**config.mk**
```make
export PLATFORM = sky130hd
export DESIGN_NAME = wpc_front_flat
export DESIGN_NICKNAME = d
export VERILOG_FILES = /design/src/hw/rtl/wpc_pkg.sv /design/src/hw/rtl/wpc_if.sv /design/src/hw/rtl/wpc_front.sv /design/src/flat_wrapper.sv
export SDC_FILE = /design/constraint.sdc
export NUM_CORES = 1
export LEC_CHECK = 0
export ABC_AREA = 1
export BUFFER_PORTS_ARGS = -buffer_cell sky130_fd_sc_hd__buf_2
export CAP_MARGIN = 20
export CORE_MARGIN = 5
export CORE_UTILIZATION = 30
export DETAILED_ROUTE_END_ITERATION = 10
export PLACE_DENSITY = 0.48
export SLEW_MARGIN = 40
export SYNTH_ARGS = -nofsm -noshare
export SYNTH_HDL_FRONTEND = slang
export SYNTH_SLANG_ARGS = --single-unit
```
**constraint.sdc**
```tcl
create_clock -name clk -period 5.07 [get_ports clk]
set_clock_uncertainty 0.05 [all_clocks]
set_input_delay 1.014 -clock clk [delete_from_list [all_inputs] [get_ports clk]]
set_output_delay 1.014 -clock clk [all_outputs]
set_load 0.01 [all_outputs]
```
**src/hw/rtl/wpc_pkg.sv**
```systemverilog
// ----------------------------------------------------------------------------
// wpc_pkg
// Constants, types and helpers shared by the window peak counter.
// ----------------------------------------------------------------------------
package wpc_pkg;

  localparam int unsigned MAX_WINDOW = 4096;
  localparam int unsigned MAX_LEN    = 1048576;
  localparam int unsigned MIN_WINDOW = 3;
  localparam int unsigned RING_AW    = $clog2(MAX_WINDOW);
  localparam int unsigned POS_W      = $clog2(MAX_LEN);
  localparam int unsigned IDX_W      = POS_W + 1;
  localparam int unsigned LEN_W      = 13;
  localparam int unsigned CNT_W      = 12;
  localparam int unsigned SAMPLE_W   = 32;
  localparam int unsigned START_W    = 21;

  typedef logic signed [SAMPLE_W-1:0] sample_t;
  typedef logic [LEN_W-1:0]           len_t;
  typedef logic [CNT_W-1:0]           cnt_t;
  typedef logic [IDX_W-1:0]           idx_t;
  typedef logic [POS_W-1:0]           pos_t;
  typedef logic [RING_AW-1:0]         ring_addr_t;
  typedef logic [START_W-1:0]         start_t;

  typedef struct packed {
    logic       last;
    logic       act;
    logic       wr_en;
    logic       pk;
    ring_addr_t waddr;
    logic       past;
    logic       first_full;
    pos_t       start;
    logic       too_short;
  } wpc_stage_t;

  function automatic len_t clamp_len(input len_t w);
    len_t r;
    if (w < LEN_W'(MIN_WINDOW)) begin
      r = LEN_W'(MIN_WINDOW);
    end else if (w > LEN_W'(MAX_WINDOW)) begin
      r = LEN_W'(MAX_WINDOW);
    end else begin
      r = w;
    end
    return r;
  endfunction

endpackage

```
**src/hw/rtl/wpc_if.sv**
```systemverilog
// ----------------------------------------------------------------------------
// Stream interfaces
// Valid/ready channels for samples in and results out.
// ----------------------------------------------------------------------------
interface wpc_in_if;
  import wpc_pkg::*;

  logic    valid;
  logic    ready;
  sample_t sample;
  logic    last;

  modport source (output valid, output sample, output last, input ready);
  modport sink (input valid, input sample, input last, output ready);
endinterface


```
**src/hw/rtl/wpc_front.sv**
```systemverilog
// ----------------------------------------------------------------------------
// wpc_front
// Input stage: sample index, neighbor history, peak test and ring addressing.
// ----------------------------------------------------------------------------
module wpc_front (
  input  logic                clk,
  input  logic                rst,
  wpc_in_if.sink              samples,
  input  logic                cfg_wr_en,
  input  wpc_pkg::len_t       cfg_wr_data,
  input  logic                stall,
  output logic                ring_ren,
  output wpc_pkg::ring_addr_t ring_raddr,
  output logic                s1_valid,
  output wpc_pkg::wpc_stage_t s1
);
  import wpc_pkg::*;

  len_t       window_len;
  len_t       active_len;
  idx_t       sample_index;
  sample_t    prev_sample;
  sample_t    prev_prev_sample;

  logic       accept;
  logic       act;
  len_t       k;
  idx_t       k_ext;
  idx_t       idx_inc;
  idx_t       idx_dec;
  idx_t       gone;
  idx_t       seen;
  wpc_stage_t stage;

  assign samples.ready = !stall;
  assign accept        = samples.valid && samples.ready;

  always_comb begin
    act      = sample_index < IDX_W'(MAX_LEN);
    k        = (sample_index == '0) ? clamp_len(window_len) : active_len;
    k_ext    = IDX_W'(k);
    idx_inc  = sample_index + IDX_W'(1);
    idx_dec  = sample_index - IDX_W'(1);
    gone     = idx_inc - k_ext;
    seen     = act ? idx_inc : sample_index;

    stage.last       = samples.last;
    stage.act        = act;
    stage.wr_en      = act && (sample_index >= IDX_W'(2));
    stage.pk         = (prev_sample > prev_prev_sample) && (prev_sample > samples.sample);
    stage.waddr      = idx_dec[RING_AW-1:0];
    stage.past       = act && (sample_index >= k_ext);
    stage.first_full = act && (idx_inc == k_ext);
    stage.start      = gone[POS_W-1:0];
    stage.too_short  = seen < k_ext;
  end

  assign ring_ren   = accept && stage.past;
  assign ring_raddr = gone[RING_AW-1:0];

  always_ff @(posedge clk) begin
    if (rst) begin
      window_len       <= LEN_W'(MIN_WINDOW);
      active_len       <= LEN_W'(MIN_WINDOW);
      sample_index     <= '0;
      prev_sample      <= '0;
      prev_prev_sample <= '0;
      s1_valid         <= 1'b0;
    end else begin
      if (cfg_wr_en) begin
        window_len <= cfg_wr_data;
      end
      if (accept) begin
        if (samples.last) begin
          sample_index     <= '0;
          prev_sample      <= '0;
          prev_prev_sample <= '0;
        end else if (act) begin
          sample_index     <= idx_inc;
          prev_sample      <= samples.sample;
          prev_prev_sample <= prev_sample;
        end
        if (act && (sample_index == '0)) begin
          active_len <= k;
        end
      end
      if (!stall) begin
        s1_valid <= accept;
      end
    end
  end

  always_ff @(posedge clk) begin
    if (!stall) begin
      s1 <= stage;
    end
  end
endmodule

```
**src/flat_wrapper.sv**
```systemverilog
// flat-port wrapper written by rule: the top's interface ports become plain ports
module wpc_front_flat import wpc_pkg::*;
  (clk, rst, cfg_wr_en, cfg_wr_data, stall, ring_ren, ring_raddr, s1_valid, s1, samples_valid, samples_sample, samples_last, samples_ready);
  wpc_in_if samples_i ();
  input  logic clk;
  input  logic rst;
  input  logic cfg_wr_en;
  input  wpc_pkg::len_t cfg_wr_data;
  input  logic stall;
  output logic ring_ren;
  output wpc_pkg::ring_addr_t ring_raddr;
  output logic s1_valid;
  output wpc_pkg::wpc_stage_t s1;
  input wire logic [$bits(samples_i.valid)-1:0] samples_valid;
  input wire logic [$bits(samples_i.sample)-1:0] samples_sample;
  input wire logic [$bits(samples_i.last)-1:0] samples_last;
  output wire logic [$bits(samples_i.ready)-1:0] samples_ready;
  assign samples_i.valid = samples_valid;
  assign samples_i.sample = samples_sample;
  assign samples_i.last = samples_last;
  assign samples_ready = samples_i.ready;
  wpc_front u_core (.clk(clk), .rst(rst), .samples(samples_i), .cfg_wr_en(cfg_wr_en), .cfg_wr_data(cfg_wr_data), .stall(stall), .ring_ren(ring_ren), .ring_raddr(ring_raddr), .s1_valid(s1_valid), .s1(s1));
endmodule
```
# ---- Yosys cells after proc, flatten, opt, wreduce, memory -nomap -nowiden
# Index checks and enable logic that the tools add are counted.
dict set report word_totals {
  ff_bits 151
  output_inout_bits 54
}
dict set report classes {
  order_cmp 8
  n_mux 9
  add_sub_neg 3
  n_eq_ne 1
  n_reduce_logical 12
}
# op n
set ops {}
lappend ops {{$mux 32} 4}
lappend ops {{$gt 32x32->1} 2}
lappend ops {{$mux 21} 2}
lappend ops {{$mux 13} 3}
lappend ops {{$add 21x1->21 const B} 1}
lappend ops {{$eq 21x13->1} 1}
lappend ops {{$ge 21x13->1} 1}
lappend ops {{$ge 21x2->1 const B} 1}
lappend ops {{$logic_not 21->1} 1}
lappend ops {{$lt 21x13->1} 1}
lappend ops {{$lt 21x21->1 const B} 1}
lappend ops {{$sub 20x13->20} 1}
lappend ops {{$gt 13x13->1 const B} 1}
lappend ops {{$lt 13x2->1 const B} 1}
lappend ops {{$sub 12x1->12 const B} 1}
lappend ops {{$logic_and 1x1->1} 7}
lappend ops {{$reduce_and 2->1} 2}
lappend ops {{$reduce_bool 2->1} 1}
lappend ops {{$logic_not 1->1} 1}

# ---- Longest topological paths before layout
dict set report depth {
  ltp_word 7
  mapped_depth 24
  depth_no_buf 22
}

# ---- Worst setup path after synthesis
# OpenSTA, ideal clock, no wires.
dict set report synth_timing {
  path_kind {reg2out}
  startpoint {reg u_core.sample_index[0]}
  endpoint {out ring_raddr[9]}
  required_ns 4.006
  path_slack_ns 1.010
  n_path_buf 3
  path_stages_with_launch 19
  arrival_time_ns 2.996
  path_cell_list {dfxtp_1 > buf_2 > inv_2 > ha_1 > nand2_1 > nor2_4 > nand3_4 > buf_6 > clkinv_8 > nand3_1 > a21boi_0 > ha_1 > a21oi_1 > nand2_1 > a21boi_1 > o21ai_0 > a21oi_1 > xnor2_1 > buf_4}
}
dict set report synth_between {
  elab_chain_len 3
  word_cells_on_any_way 4
  classes_between {2 x add/sub; 1 x mux; 1 x reduce/logical}
}
# item line
set synth_lines {}
lappend synth_lines {{start, declared} wpc_front.sv:21} ;# idx_t sample_index;
lappend synth_lines {{start signal, assigned} wpc_front.sv:79} ;# sample_index <= idx_inc;
lappend synth_lines {{parallel branches: the longest is 2 deep, another holds $add 21x1->21} n/a}
lappend synth_lines {{$sub 20x13->20 *} wpc_front.sv:44} ;# gone = idx_inc - k_ext;
lappend synth_lines {{end, declared} flat_wrapper.sv:11} ;# output wpc_pkg::ring_addr_t ring_raddr;
# Mark *: on every way between the ends.

# ---- Worst setup path after layout
dict set report layout_timing {
  startpoint {reg u_core.sample_index[0]}
  endpoint {out ring_raddr[10]}
}
# The elaborated chain is that of the path after synthesis.

==> qor.csv <==
metric;value;unit
status;complete, no violations;
Initial DRC Count;413;
FF-to-FF Start;u_core.sample_index[0];
kind of end point of the critical path;output port;
NumNets Final;1586;
Avg WL per Cell;14.4;um
critical path required time;4.01;ns
DRT Pass-1 Iters;5;
number of hold-repair buffers added at the cts stage;0;
Synth Instances;1352;
setup_tns;0;ns
Worst Path Arrival;3.67;ns
Rel. slew slack;0.468;
largest net degree at the start of global routing;91;
Seq cells post-synth;151;
final setup fails;0;
TritonCTS Buffers;17;
Post-Syn Area per Cell;7.41;um^2
Root Driver;clkbuf_16;
I/O pin count;105;
vias in the first global route;8257;
post-synth cell types;53;
initial antenna violation count;2;
Hold Path Class;register to register;
worst-margin pin slew;0.799;ns
top-area cell type share of the netlist area;0.224;
Tmin final;4.73;ns
I/O Buffers;104;
first-pass GRT wire length;43.7;mm
leakage power;0.00519;uW
via count;8645;
Pwr Density;283;nW/um^2
CP Launch Type;register;
HPWL Detailed;20.3;mm
Clock Pin Slew Worst Setup and Hold Paths;0.07;ns
CTS tree;done;
post-synthesis mux area share;0;
ant diodes;0;
Synth Area in Adders;0.136;
share of cells above drive strength 1;0.146;
Final Hold Fails;0;
compound-cell area share of the yosys netlist;0.142;
initial core utilization;0.301;
Synth Area in XOR/XNOR;0.0280;
Seq/Total Area, Yosys;0.340;
number of buffers added for setup after CTS;0;
Post-DRT Antenna Nets;0;
post-cts repair resize count;3;
num rows;67;
GRT Overall Usage;0.149;
FMAX;211;MHz
CTS H-tree lvls;4;
CTS max path bufs;2;
Post-synth EDFFs;39;
Layout area overhead;15.3;%
max-cap viol count;0;
clk sinks;151;
CP max FO;11;
GP Congestion;0.856;
die width;193;um
wirelength, routed;27.1;mm
synthesized-area fraction occupied by and/or/nand/nor cells;0.230;
largest family of logic cells by synthesized area;simple AND/OR/NAND/NOR gates;
Synth area leader;dfxtp_1;
Syn Nets;1511;
ranking of synthesized cells by area;dfxtp_1 (22%), ha_1 (13%), edfxtp_1 (12%), inv_1 (8.8%), nand2_1 (8.4%);
Yosys Warn Count;0;
reg2reg end;u_core.s1[21];
critical path endpoint;ring_raddr[10];
Most used DFF post-synth;dfxtp_1;
VDD IR max;0.000225;V
Die Height;193;um
Setup crit start;u_core.sample_index[0];
fin crit share;0.933;
grt ovf;0;
Fin Hold WS;0.408;ns
RSZ-0062 raised after global routing;false;
ys async rst share;0;
vias per cell;4.58;
critical path type;register to output port;
R2R cell count;16;
Slew Limit Fails;0;
worst skew pair latency;0.44;ns
die area;37200;um^2
total core area;33300;um^2
Design Power;3270;uW
reg-to-reg slack, setup;1.38;ns
# DRC;0;
Post-Synthesis Cell Area;10000;um^2
-- sequential cells by signal (all words and copies together) (netlist names) --
| signal | cells |
|---|---|
| u_core.prev_sample | 32 |
| u_core.s1 | 39 |
| u_core.sample_index | 21 |
| u_core.window_len | 13 |
| u_core.active_len | 13 |
| u_core.prev_prev_sample | 32 |
| u_core.s1_valid | 1 |
-- logic make-up after synthesis --
family	Yosys count
buffers and inverters	302
DFF	151
adders and majority gates	108
AOI/OAI and AO/OA	250
xor gates and xnor gates	32
and+or+nand+nor	509
-- Yosys cell counts (3+ instances only) --
library cell  number
a211oi_1           4
a21boi_0           6
a21o_1             4
a21oi_1          100
buf_2             10
buf_4             14
buf_6              5
clkbuf_1          29
dfxtp_1          112
edfxtp_1          39
ha_1             107
inv_1            235
inv_2              6
nand2_1          225
nand2_2           14
nand3_1           59
nand3_2            6
nand4_1           20
nor2_1           137
nor2_2            11
nor2_4             9
nor3_1             7
o21a_1             5
o21ai_0           55
o21bai_1           3
o22ai_1           61
or2_1              3
or2_2              3
xnor2_1            8
xor2_1            24
-- how the worst min path moves through the flow --
stage                         startpoint              endpoint  slack, ns  cells after the start
CTS                      u_core.s1_valid       u_core.s1_valid       0.41                      2
global route             u_core.s1_valid       u_core.s1_valid       0.44                      2
floorplan           u_core.active_len[1]  u_core.active_len[1]       0.38                      2
detailed placement       u_core.s1_valid       u_core.s1_valid       0.40                      2
global placement         u_core.s1_valid       u_core.s1_valid       0.40                      2
finish                   u_core.s1_valid       u_core.s1_valid       0.41                      2
-- report_power, final --
part,total [uW],internal (uW),switching (uW)
registers,1310,1290,21.6
logic,477,171,306
clock network,1480,944,531
total,3270,2410,858
-- cells in the final DEF (no fill, tap or decap), types with 39 or more instances in the layout --
cell type / instances
a21oi_1: 100
buf_2: 104
dfxtp_1: 110
edfxtp_1: 39
ha_1: 107
inv_1: 235
nand2_1: 225
nand3_1: 59
nor2_1: 136
o21ai_0: 55
o22ai_1: 61
-- stage by stage --
step | util | std cells | area, um^2 | setup slack [ns]
2_1_floorplan | - | 1352 | 10000 | 1.01
3_3_place_gp | 0.326 | 1856 | 10900 | 0.438
3_5_place_dp | 0.327 | 1856 | 10900 | 0.275
4_1_cts | 0.347 | 1888 | 11500 | 0.0784
5_1_grt | 0.347 | 1888 | 11600 | 0.0290
6_report | 0.347 | 1888 | 11600 | 0.339
-- worst max-delay path, cell delays in order (launching register included) --
cell,delay [ns]
dfxtp_2,0.44
inv_2,0.13
ha_1,0.22
nand2_1,0.11
nor2_4,0.06
nand3_4,0.20
clkinv_8,0.10
nand3_1,0.13
a21boi_1,0.35
ha_1,0.38
a21oi_1,0.17
nand2_1,0.15
a21oi_1,0.29
o21bai_2,0.12
xor2_1,0.20
buf_2,0.17
-- area by class of cell --
| type | instances | area (um^2) |
|---|---|---|
| tap | 448 | 561 |
| inverter | 243 | 927 |
| multi-input combinational | 899 | 5380 |
| clock inverter | 7 | 164 |
| fill | 3619 | 21700 |
| clock buffer | 25 | 507 |
| timing repair buffer | 115 | 607 |
| sequential | 151 | 3420 |
-- per-layer routing --
| layer | track usage | vias to the layer above | wire (um) |
|---|---|---|---|
| li1 | - | 4550 | - |
| met2 | 0.253 | 145 | 12800 |
| met3 | 0.0317 | 21 | 1140 |
| met1 | 0.193 | 3927 | 12800 |
| met5 | 0 | - | 20 |
| met4 | 0.0359 | 2 | 294 |
(Power assumes the default switching activity.)
