### config.mk
export PLATFORM = sky130hd
export DESIGN_NAME = wpc_tally_flat
export DESIGN_NICKNAME = d
export VERILOG_FILES = /design/src/hw/rtl/wpc_pkg.sv /design/src/hw/rtl/wpc_if.sv /design/src/hw/rtl/wpc_tally.sv /design/src/flat_wrapper.sv
export SDC_FILE = /design/constraint.sdc
export NUM_CORES = 1
export LEC_CHECK = 0
export BUFFER_PORTS_ARGS = -buffer_cell sky130_fd_sc_hd__buf_2
export CELL_PAD_IN_SITES_DETAIL_PLACEMENT = 1
export CELL_PAD_IN_SITES_GLOBAL_PLACEMENT = 2
export CORE_AREA = 10 10 142 144
export DETAILED_ROUTE_END_ITERATION = 10
export DIE_AREA = 0 0 152 154
export HOLD_SLACK_MARGIN = 0.02
export PLACE_DENSITY = 0.83
export SLEW_MARGIN = 20
export SYNTH_ARGS = -nofsm -noshare
export SYNTH_HDL_FRONTEND = slang
export SYNTH_SLANG_ARGS = --single-unit
### constraint.sdc
create_clock -name clk -period 5.8 [get_ports clk]
set_input_delay 1.16 -clock clk [delete_from_list [all_inputs] [get_ports clk]]
set_output_delay 1.16 -clock clk [all_outputs]
set_load 0.02 [all_outputs]
### src/hw/rtl/wpc_pkg.sv
// ----------------------------------------------------------------------------
// wpc_pkg
// Constants, types and helpers shared by the window peak counter.
// ----------------------------------------------------------------------------
package wpc_pkg;

  localparam int unsigned MAX_WINDOW = 4096;
  localparam int unsigned MAX_LEN    = 1048576;
  localparam int unsigned MIN_WINDOW = 3;
  localparam int unsigned RING_AW    = $clog2(MAX_WINDOW);
  localparam int unsigned POS_W      = $clog2(MAX_LEN);
  localparam int unsigned IDX_W      = POS_W + 1;
  localparam int unsigned LEN_W      = 13;
  localparam int unsigned CNT_W      = 12;
  localparam int unsigned SAMPLE_W   = 32;
  localparam int unsigned START_W    = 21;

  typedef logic signed [SAMPLE_W-1:0] sample_t;
  typedef logic [LEN_W-1:0]           len_t;
  typedef logic [CNT_W-1:0]           cnt_t;
  typedef logic [IDX_W-1:0]           idx_t;
  typedef logic [POS_W-1:0]           pos_t;
  typedef logic [RING_AW-1:0]         ring_addr_t;
  typedef logic [START_W-1:0]         start_t;

  typedef struct packed {
    logic       last;
    logic       act;
    logic       wr_en;
    logic       pk;
    ring_addr_t waddr;
    logic       past;
    logic       first_full;
    pos_t       start;
    logic       too_short;
  } wpc_stage_t;

  function automatic len_t clamp_len(input len_t w);
    len_t r;
    if (w < LEN_W'(MIN_WINDOW)) begin
      r = LEN_W'(MIN_WINDOW);
    end else if (w > LEN_W'(MAX_WINDOW)) begin
      r = LEN_W'(MAX_WINDOW);
    end else begin
      r = w;
    end
    return r;
  endfunction

endpackage

### src/hw/rtl/wpc_if.sv


interface wpc_out_if;
  import wpc_pkg::*;

  logic         valid;
  logic         ready;
  cnt_t         parts;
  start_t       start_position;
  logic         too_short;

  modport source (output valid, output parts, output start_position, output too_short,
                  input ready);
  modport sink (input valid, input parts, input start_position, input too_short,
                output ready);
endinterface

### src/hw/rtl/wpc_tally.sv
// ----------------------------------------------------------------------------
// wpc_tally
// Second stage: running window count, best window tracking, result register.
// ----------------------------------------------------------------------------
module wpc_tally (
  input  logic                clk,
  input  logic                rst,
  input  logic                s1_valid,
  input  wpc_pkg::wpc_stage_t s1,
  input  logic                ring_rdata,
  output logic                stall,
  output logic                ring_we,
  output wpc_pkg::ring_addr_t ring_waddr,
  output logic                ring_wdata,
  wpc_out_if.source           results
);
  import wpc_pkg::*;

  cnt_t   window_count;
  cnt_t   best_count;
  pos_t   best_start;
  logic   out_valid;
  cnt_t   out_parts;
  start_t out_start;
  logic   out_short;

  logic   advance;
  logic   dec;
  cnt_t   cnt_mid;
  cnt_t   cnt_new;
  cnt_t   best_count_next;
  pos_t   best_start_next;

  assign stall   = s1_valid && s1.last && out_valid && !results.ready;
  assign advance = s1_valid && !stall;

  always_comb begin
    dec     = s1.past && ring_rdata && (window_count != '0);
    cnt_mid = window_count - CNT_W'(dec);
    cnt_new = cnt_mid + CNT_W'(s1.wr_en && s1.pk);
    best_count_next = best_count;
    best_start_next = best_start;
    if (s1.first_full) begin
      best_count_next = cnt_new;
      best_start_next = '0;
    end else if (s1.past && (cnt_new > best_count)) begin
      best_count_next = cnt_new;
      best_start_next = s1.start;
    end
  end

  assign ring_we    = advance && s1.wr_en;
  assign ring_waddr = s1.waddr;
  assign ring_wdata = s1.pk;

  always_ff @(posedge clk) begin
    if (rst) begin
      window_count <= '0;
      best_count   <= '0;
      best_start   <= '0;
      out_valid    <= 1'b0;
    end else begin
      if (advance) begin
        if (s1.last) begin
          window_count <= '0;
          best_count   <= '0;
          best_start   <= '0;
        end else if (s1.act) begin
          window_count <= cnt_new;
          best_count   <= best_count_next;
          best_start   <= best_start_next;
        end
      end
      if (advance && s1.last) begin
        out_valid <= 1'b1;
      end else if (results.ready) begin
        out_valid <= 1'b0;
      end
    end
  end

  always_ff @(posedge clk) begin
    if (advance && s1.last) begin
      if (s1.too_short) begin
        out_parts <= CNT_W'(1);
        out_start <= START_W'(1);
        out_short <= 1'b1;
      end else begin
        out_parts <= best_count_next + CNT_W'(1);
        out_start <= START_W'(best_start_next) + START_W'(1);
        out_short <= 1'b0;
      end
    end
  end

  assign results.valid          = out_valid;
  assign results.parts          = out_parts;
  assign results.start_position = out_start;
  assign results.too_short      = out_short;
endmodule

### src/flat_wrapper.sv
// flat-port wrapper written by rule: the top's interface ports become plain ports
module wpc_tally_flat import wpc_pkg::*;
  (clk, rst, s1_valid, s1, ring_rdata, stall, ring_we, ring_waddr, ring_wdata, results_valid, results_parts, results_start_position, results_too_short, results_ready);
  wpc_out_if results_i ();
  input  logic clk;
  input  logic rst;
  input  logic s1_valid;
  input  wpc_pkg::wpc_stage_t s1;
  input  logic ring_rdata;
  output logic stall;
  output logic ring_we;
  output wpc_pkg::ring_addr_t ring_waddr;
  output logic ring_wdata;
  output wire logic [$bits(results_i.valid)-1:0] results_valid;
  output wire logic [$bits(results_i.parts)-1:0] results_parts;
  output wire logic [$bits(results_i.start_position)-1:0] results_start_position;
  output wire logic [$bits(results_i.too_short)-1:0] results_too_short;
  input wire logic [$bits(results_i.ready)-1:0] results_ready;
  assign results_valid = results_i.valid;
  assign results_parts = results_i.parts;
  assign results_start_position = results_i.start_position;
  assign results_too_short = results_i.too_short;
  assign results_i.ready = results_ready;
  wpc_tally u_core (.clk(clk), .rst(rst), .s1_valid(s1_valid), .s1(s1), .ring_rdata(ring_rdata), .stall(stall), .ring_we(ring_we), .ring_waddr(ring_waddr), .ring_wdata(ring_wdata), .results(results_i));
endmodule
## Yosys cells after proc, flatten, opt, wreduce, memory -nomap -nowiden

Index checks and enable logic that the tools add are counted.

| word-level totals | value |
|---|---|
| output and inout bits | 50 |
| bits of input ports | 44 |
| bits in registers | 79 |
| logic and storage cells | 41 |

| cells by class | value |
|---|---|
| add/sub/neg operators | 4 |
| reductions and logical operators | 16 |
| muxes and demuxes | 13 |
| order comparisons | 1 |

Operator list:

| operator | number |
|---|---|
| $mux 20 | 4 |
| $mux 12 | 6 |
| $add 20x1->21 const B | 1 |
| $add 12x1->12 | 1 |
| $add 12x1->12 const B | 1 |
| $gt 12x12->1 | 1 |
| $reduce_bool 12->1 | 1 |
| $sub 12x1->12 | 1 |
| $logic_and 1x1->1 | 10 |
| $reduce_bool 2->1 | 2 |
| $mux 1 | 3 |
| $logic_not 1->1 | 2 |
| $reduce_and 2->1 | 1 |

## Depth between registers and ports, before layout

| depth | value |
|---|---|
| word-level depth | 10 |
| gate-level depth with buffers | 28 |
| depth with buffers taken out | 26 |

## Least setup slack after synthesis

OpenSTA, ideal clock, no wires.

| timing | value |
|---|---|
| path kind | in2reg |
| start | in s1[22] (netlist bit) |
| end | reg u_core.out_start[10], in the netlist u_core.results.start_position[10] (data pin) |
| stages on the path | 26 |
| path slack | -0.317 ns |
| setup time | 0.260 ns |
| data required time | 5.540 ns |
| arrival time | 5.857 ns |
| path buffers | 4 |
| cell sequence | nand2_1 -> a41oi_1 -> ha_1 -> inv_1 -> ha_1 -> fa_1 -> a211o_1 -> a31oi_2 -> o41ai_1 -> a21oi_1 -> xnor2_1 -> ha_1 -> nand2_1 -> o211ai_1 -> o311a_1 -> o31a_1 -> buf_2 -> buf_2 -> buf_2 -> mux2i_1 -> nor2_1 -> ha_1 -> and4_1 -> clkbuf_1 -> nand4_1 -> mux2_2 |

| between the ends | value |
|---|---|
| longest elaborated chain between the ends | 9 |

Ends and longest elaborated chain:

| element | line | source |
|---|---|---|
| start: declaration | flat_wrapper.sv:8 | `input wpc_pkg::wpc_stage_t s1;` |
| $logic_and 1x1->1 (2 in series) | wpc_tally.sv:38 | `dec = s1.past && ring_rdata && (window_count != '0);` |
| $sub 12x1->12 | wpc_tally.sv:39 | `cnt_mid = window_count - CNT_W'(dec);` |
| $add 12x1->12 | wpc_tally.sv:40 | `cnt_new = cnt_mid + CNT_W'(s1.wr_en && s1.pk);` |
| $gt 12x12->1 | wpc_tally.sv:46 | `end else if (s1.past && (cnt_new > best_count)) begin` |
| $logic_and 1x1->1 (*) | wpc_tally.sv:46 |  |
| $mux 20 (*) | wpc_tally.sv:46 |  |
| $mux 20 (*) | wpc_tally.sv:43 | `if (s1.first_full) begin` |
| $add 20x1->21 (*) | wpc_tally.sv:90 | `out_start <= START_W'(best_start_next) + START_W'(1);` |
| end signal: assignment | wpc_tally.sv:90 |  |
| end: declaration | wpc_tally.sv:24 | `start_t out_start;` |

Every way passes the cells marked *; elsewhere a longest branch is shown, timed or not.
A chain may end at the register's enable or synchronous reset.

## Final worst setup path

| timing | value |
|---|---|
| start | reg u_core.window_count[3] |
| end | reg u_core.out_start[18], in the netlist u_core.results.start_position[18] (data pin) |

| between the ends | value |
|---|---|
| longest elaborated chain between the ends | 9 |

Ends and longest elaborated chain:

| element | line | source |
|---|---|---|
| start: declaration | wpc_tally.sv:19 | `cnt_t window_count;` |
| start signal: assignment | wpc_tally.sv:69 | `window_count <= cnt_new;` |
| $reduce_bool 12->1 | wpc_tally.sv:38 |  |
| $logic_and 1x1->1 | wpc_tally.sv:38 |  |
| $sub 12x1->12 (*) | wpc_tally.sv:39 |  |
| $add 12x1->12 (*) | wpc_tally.sv:40 |  |
| $gt 12x12->1 (*) | wpc_tally.sv:46 |  |
| $logic_and 1x1->1 (*) | wpc_tally.sv:46 |  |
| $mux 20 (*) | wpc_tally.sv:46 |  |
| $mux 20 (*) | wpc_tally.sv:43 |  |
| $add 20x1->21 (*) | wpc_tally.sv:90 |  |

Marks and branches as above.

==> metrics.cfg <==
[run_status]
status = finished, final reports clean

[clock_tree]
numCtsBuffers = 9
clock-sinks = 79
clkTransAtPathRegs_ns = 0.06
cts_buffer_depth = 2
h-tree-depth = 3
insertion_delay_ns = 0.35
root_buffer = clkbuf_16
cts_tree = built

[floorplan]
fp.coreArea_sq_mm = 0.01718
dieArea_sq_mm = 0.02341
start_util = 0.3051
fp-row-count = 48
io_pins = 94
die_h_um = 154
die-width_um = 152

[critical_path]
critPathMostFrequentCell = ha_1
path_depth = 23
worstPathRequired_ns = 5.87
path_cells = inv_1 -> ha_1 -> and4_1 -> a41oi_1 -> ha_1 -> inv_1 -> ha_1 -> a21oi_1 -> or3b_1 -> a311oi_2 -> o2111a_1 -> a311oi_2 -> ha_1 -> nand2_1 -> o211ai_1 -> o311a_1 -> o31a_4 -> buf_4 -> mux2_2 -> and4_2 -> buf_4 -> a31oi_1 -> nor3_1
cp.buffers_inverters = 4
end_kind = flip-flop
r2r-start = u_core.window_count[3]
reg2regPathDepth = 23
critPathKind = reg2reg
slowest_stage = or3b_1
startpoint = u_core.window_count[3]
critPathLaunchType = flip-flop
cp_max_fo = 7
cpPeakStageDelay_ns = 0.42
arrival_ns = 5.65
r2r_slack_ns = 0.23
r2r_end = u_core.results.start_position[18]
crit_end = u_core.results.start_position[18]
path_delay_family = compound AO/OA/AOI/OAI gates

[layout]
fin_cells = 891
utilization = 0.3675
diodes = 0
synthToLayoutAreaGrowth_pct = 20.43
num-nets-final = 737
register_area_sq_mm = 0.001923
multi_input_area_sq_mm = 0.003043
final_cell_mix = 83 x nor2_1, 69 x buf_2, 44 x dfxtp_1, 41 x a22oi_1, 37 x buf_4
final_layout_size_suffix_gt1_frac = 0.2402
layout_commonest_cell = nor2_1
fill_cells = 2030

[synth]
syn_area_sq_mm = 0.005241
syn_area_per_cell_sq_um = 8.944
async_reset_ff_frac = 0
ys_types = 72
yosysSeqAreaShare = 0.3667
synth_seq_cells = 79
synth_warnings = 0
synth_edf_count = 34
netlist_instances = 586
synth_flop_cell = dfxtp_1
syn_nets = 662

[global_routing]
grt_pass1_vias = 5078
overflow = 0
antenna_found_initial = 0
grtUsageTotal = 0.1385
grt_pass1_wl_um = 26830
grt_max_degree = 46

[timing]
hold_violations = 0
min_period_ns = 5.574
tightest_slew_ns = 1.041
finalSetupViolations = 0
fin_crit_sh = 0.9610
relSlewSlack = 0.3040
fmax_mhz = 179.4
finClkSkew_ns = 0.008858
slew_viol_final = 0

[route]
drtAntennaViolNets = 0
route.detailed.drc = 0
wirelength_um = 16770
first_pass_iters = 4
viasPerCell = 5.384
vias = 4797
avgRoutedWirePerCell_um = 18.82
drt_iter0_markers = 290

[worst_hold_path]
hp-class = reg2reg
whs_path_depth = 2

[job]
drv_cap = 0

[place]
port_buffers = 69
place_congestion = 0.8381
dpl.hpwl_um = 12450
place_inst = 870

## cell type report
| class | count | area share |
|---|---|---|
| Multi-Input combinational cell | 428 | 0.4821 |
| Inverter | 35 | 0.02081 |
| Timing Repair Buffer | 108 | 0.1037 |
| Tap cell | 225 | 0.04460 |
| Sequential cell | 79 | 0.3047 |
| Clock buffer | 14 | 0.03865 |
| Clock inverter | 2 | 0.005550 |
## repair_timing
item | in CTS | in global routing
hold endpoints to repair | 0 | 0
hold buffers | 0 | 0
gates resized for setup | 0 | 14
setup endpoints to repair | 0 | 24
setup buffers | 0 | 5
## registers in the layout, summed over array words and instances, names as in the netlist
signal / cells
u_core.results.start_position: 21
u_core.best_start: 20
u_core.best_count: 12
u_core.results.parts: 12
u_core.window_count: 12
u_core.results.too_short: 1
u_core.results.valid: 1
## cell usage after synthesis, types with 13 or more instances
master | count | area (sq um)
nand3_1 | 24 | 120.1
a21oi_1 | 29 | 145.1
nand2_1 | 19 | 71.32
nor2_1 | 85 | 319.1
o21ai_0 | 17 | 85.08
buf_4 | 13 | 97.59
a22oi_1 | 41 | 307.8
inv_1 | 35 | 131.4
nor3_1 | 15 | 75.07
ha_1 | 31 | 387.9
edfxtp_1 | 34 | 1021
dfxtp_1 | 45 | 900.9
clkbuf_1 | 24 | 90.09
mux2i_1 | 23 | 230.2
## cells by family after synthesis
kind of cell / count (synthesis) / share of synthesized area
flip-flops: 79 / 0.3667
XOR/XNOR: 17 / 0.03199
adder cells (fa/ha/maj): 32 / 0.07782
AO/OA/AOI/OAI: 137 / 0.1881
buffers and inverters: 79 / 0.06732
AND/OR/NAND/NOR: 207 / 0.1977
multiplexers: 35 / 0.07042
## worst min-delay path by stage
stage                               to                     from
3_3_place_gp    u_core.window_count[0]   u_core.window_count[0]
4_1_cts         u_core.window_count[0]   u_core.window_count[0]
2_1_floorplan   u_core.window_count[0]   u_core.window_count[0]
5_1_grt        u_core.window_count[11]  u_core.window_count[11]
3_5_place_dp    u_core.window_count[0]   u_core.window_count[0]
6_report        u_core.window_count[0]   u_core.window_count[0]
## per-stage QoR
stage	hold slack (ns)	TNS [ns]	setup slack [ns]	instance area, sq um
finish	0.5024	0	0.2263	6312
global route	0.5641	-0.01171	-0.006753	6312
CTS	0.5111	0	0.05550	6216
detailed placement	0.4985	-1.396	-0.2170	5937
global placement	0.4867	0	0.01362	5937
floorplan	0.4570	0	0.006303	5269
## worst reg2reg max path, stage by stage, from the launching register on
cell	delay, ns
dfxtp_1	0.39
inv_1	0.08
ha_1	0.20
and4_1	0.23
a41oi_1	0.22
ha_1	0.17
inv_1	0.06
ha_1	0.32
a21oi_1	0.08
or3b_1	0.42
a311oi_2	0.30
o2111a_1	0.27
a311oi_2	0.06
ha_1	0.37
nand2_1	0.11
o211ai_1	0.20
o311a_1	0.28
o31a_4	0.23
buf_4	0.18
mux2_2	0.37
and4_2	0.29
buf_4	0.16
a31oi_1	0.22
nor3_1	0.08
## layer usage
metal | global-route usage | share of wire
met2 | 0.2403 | 0.50
met5 | 0 | 0
met4 | 0.04768 | 0.014
met1 | 0.1665 | 0.45
met3 | 0.02762 | 0.032
Power is left out: the tool's default activity adds up to more than one toggle a clock period on the data nets, which glitch-free logic cannot reach.
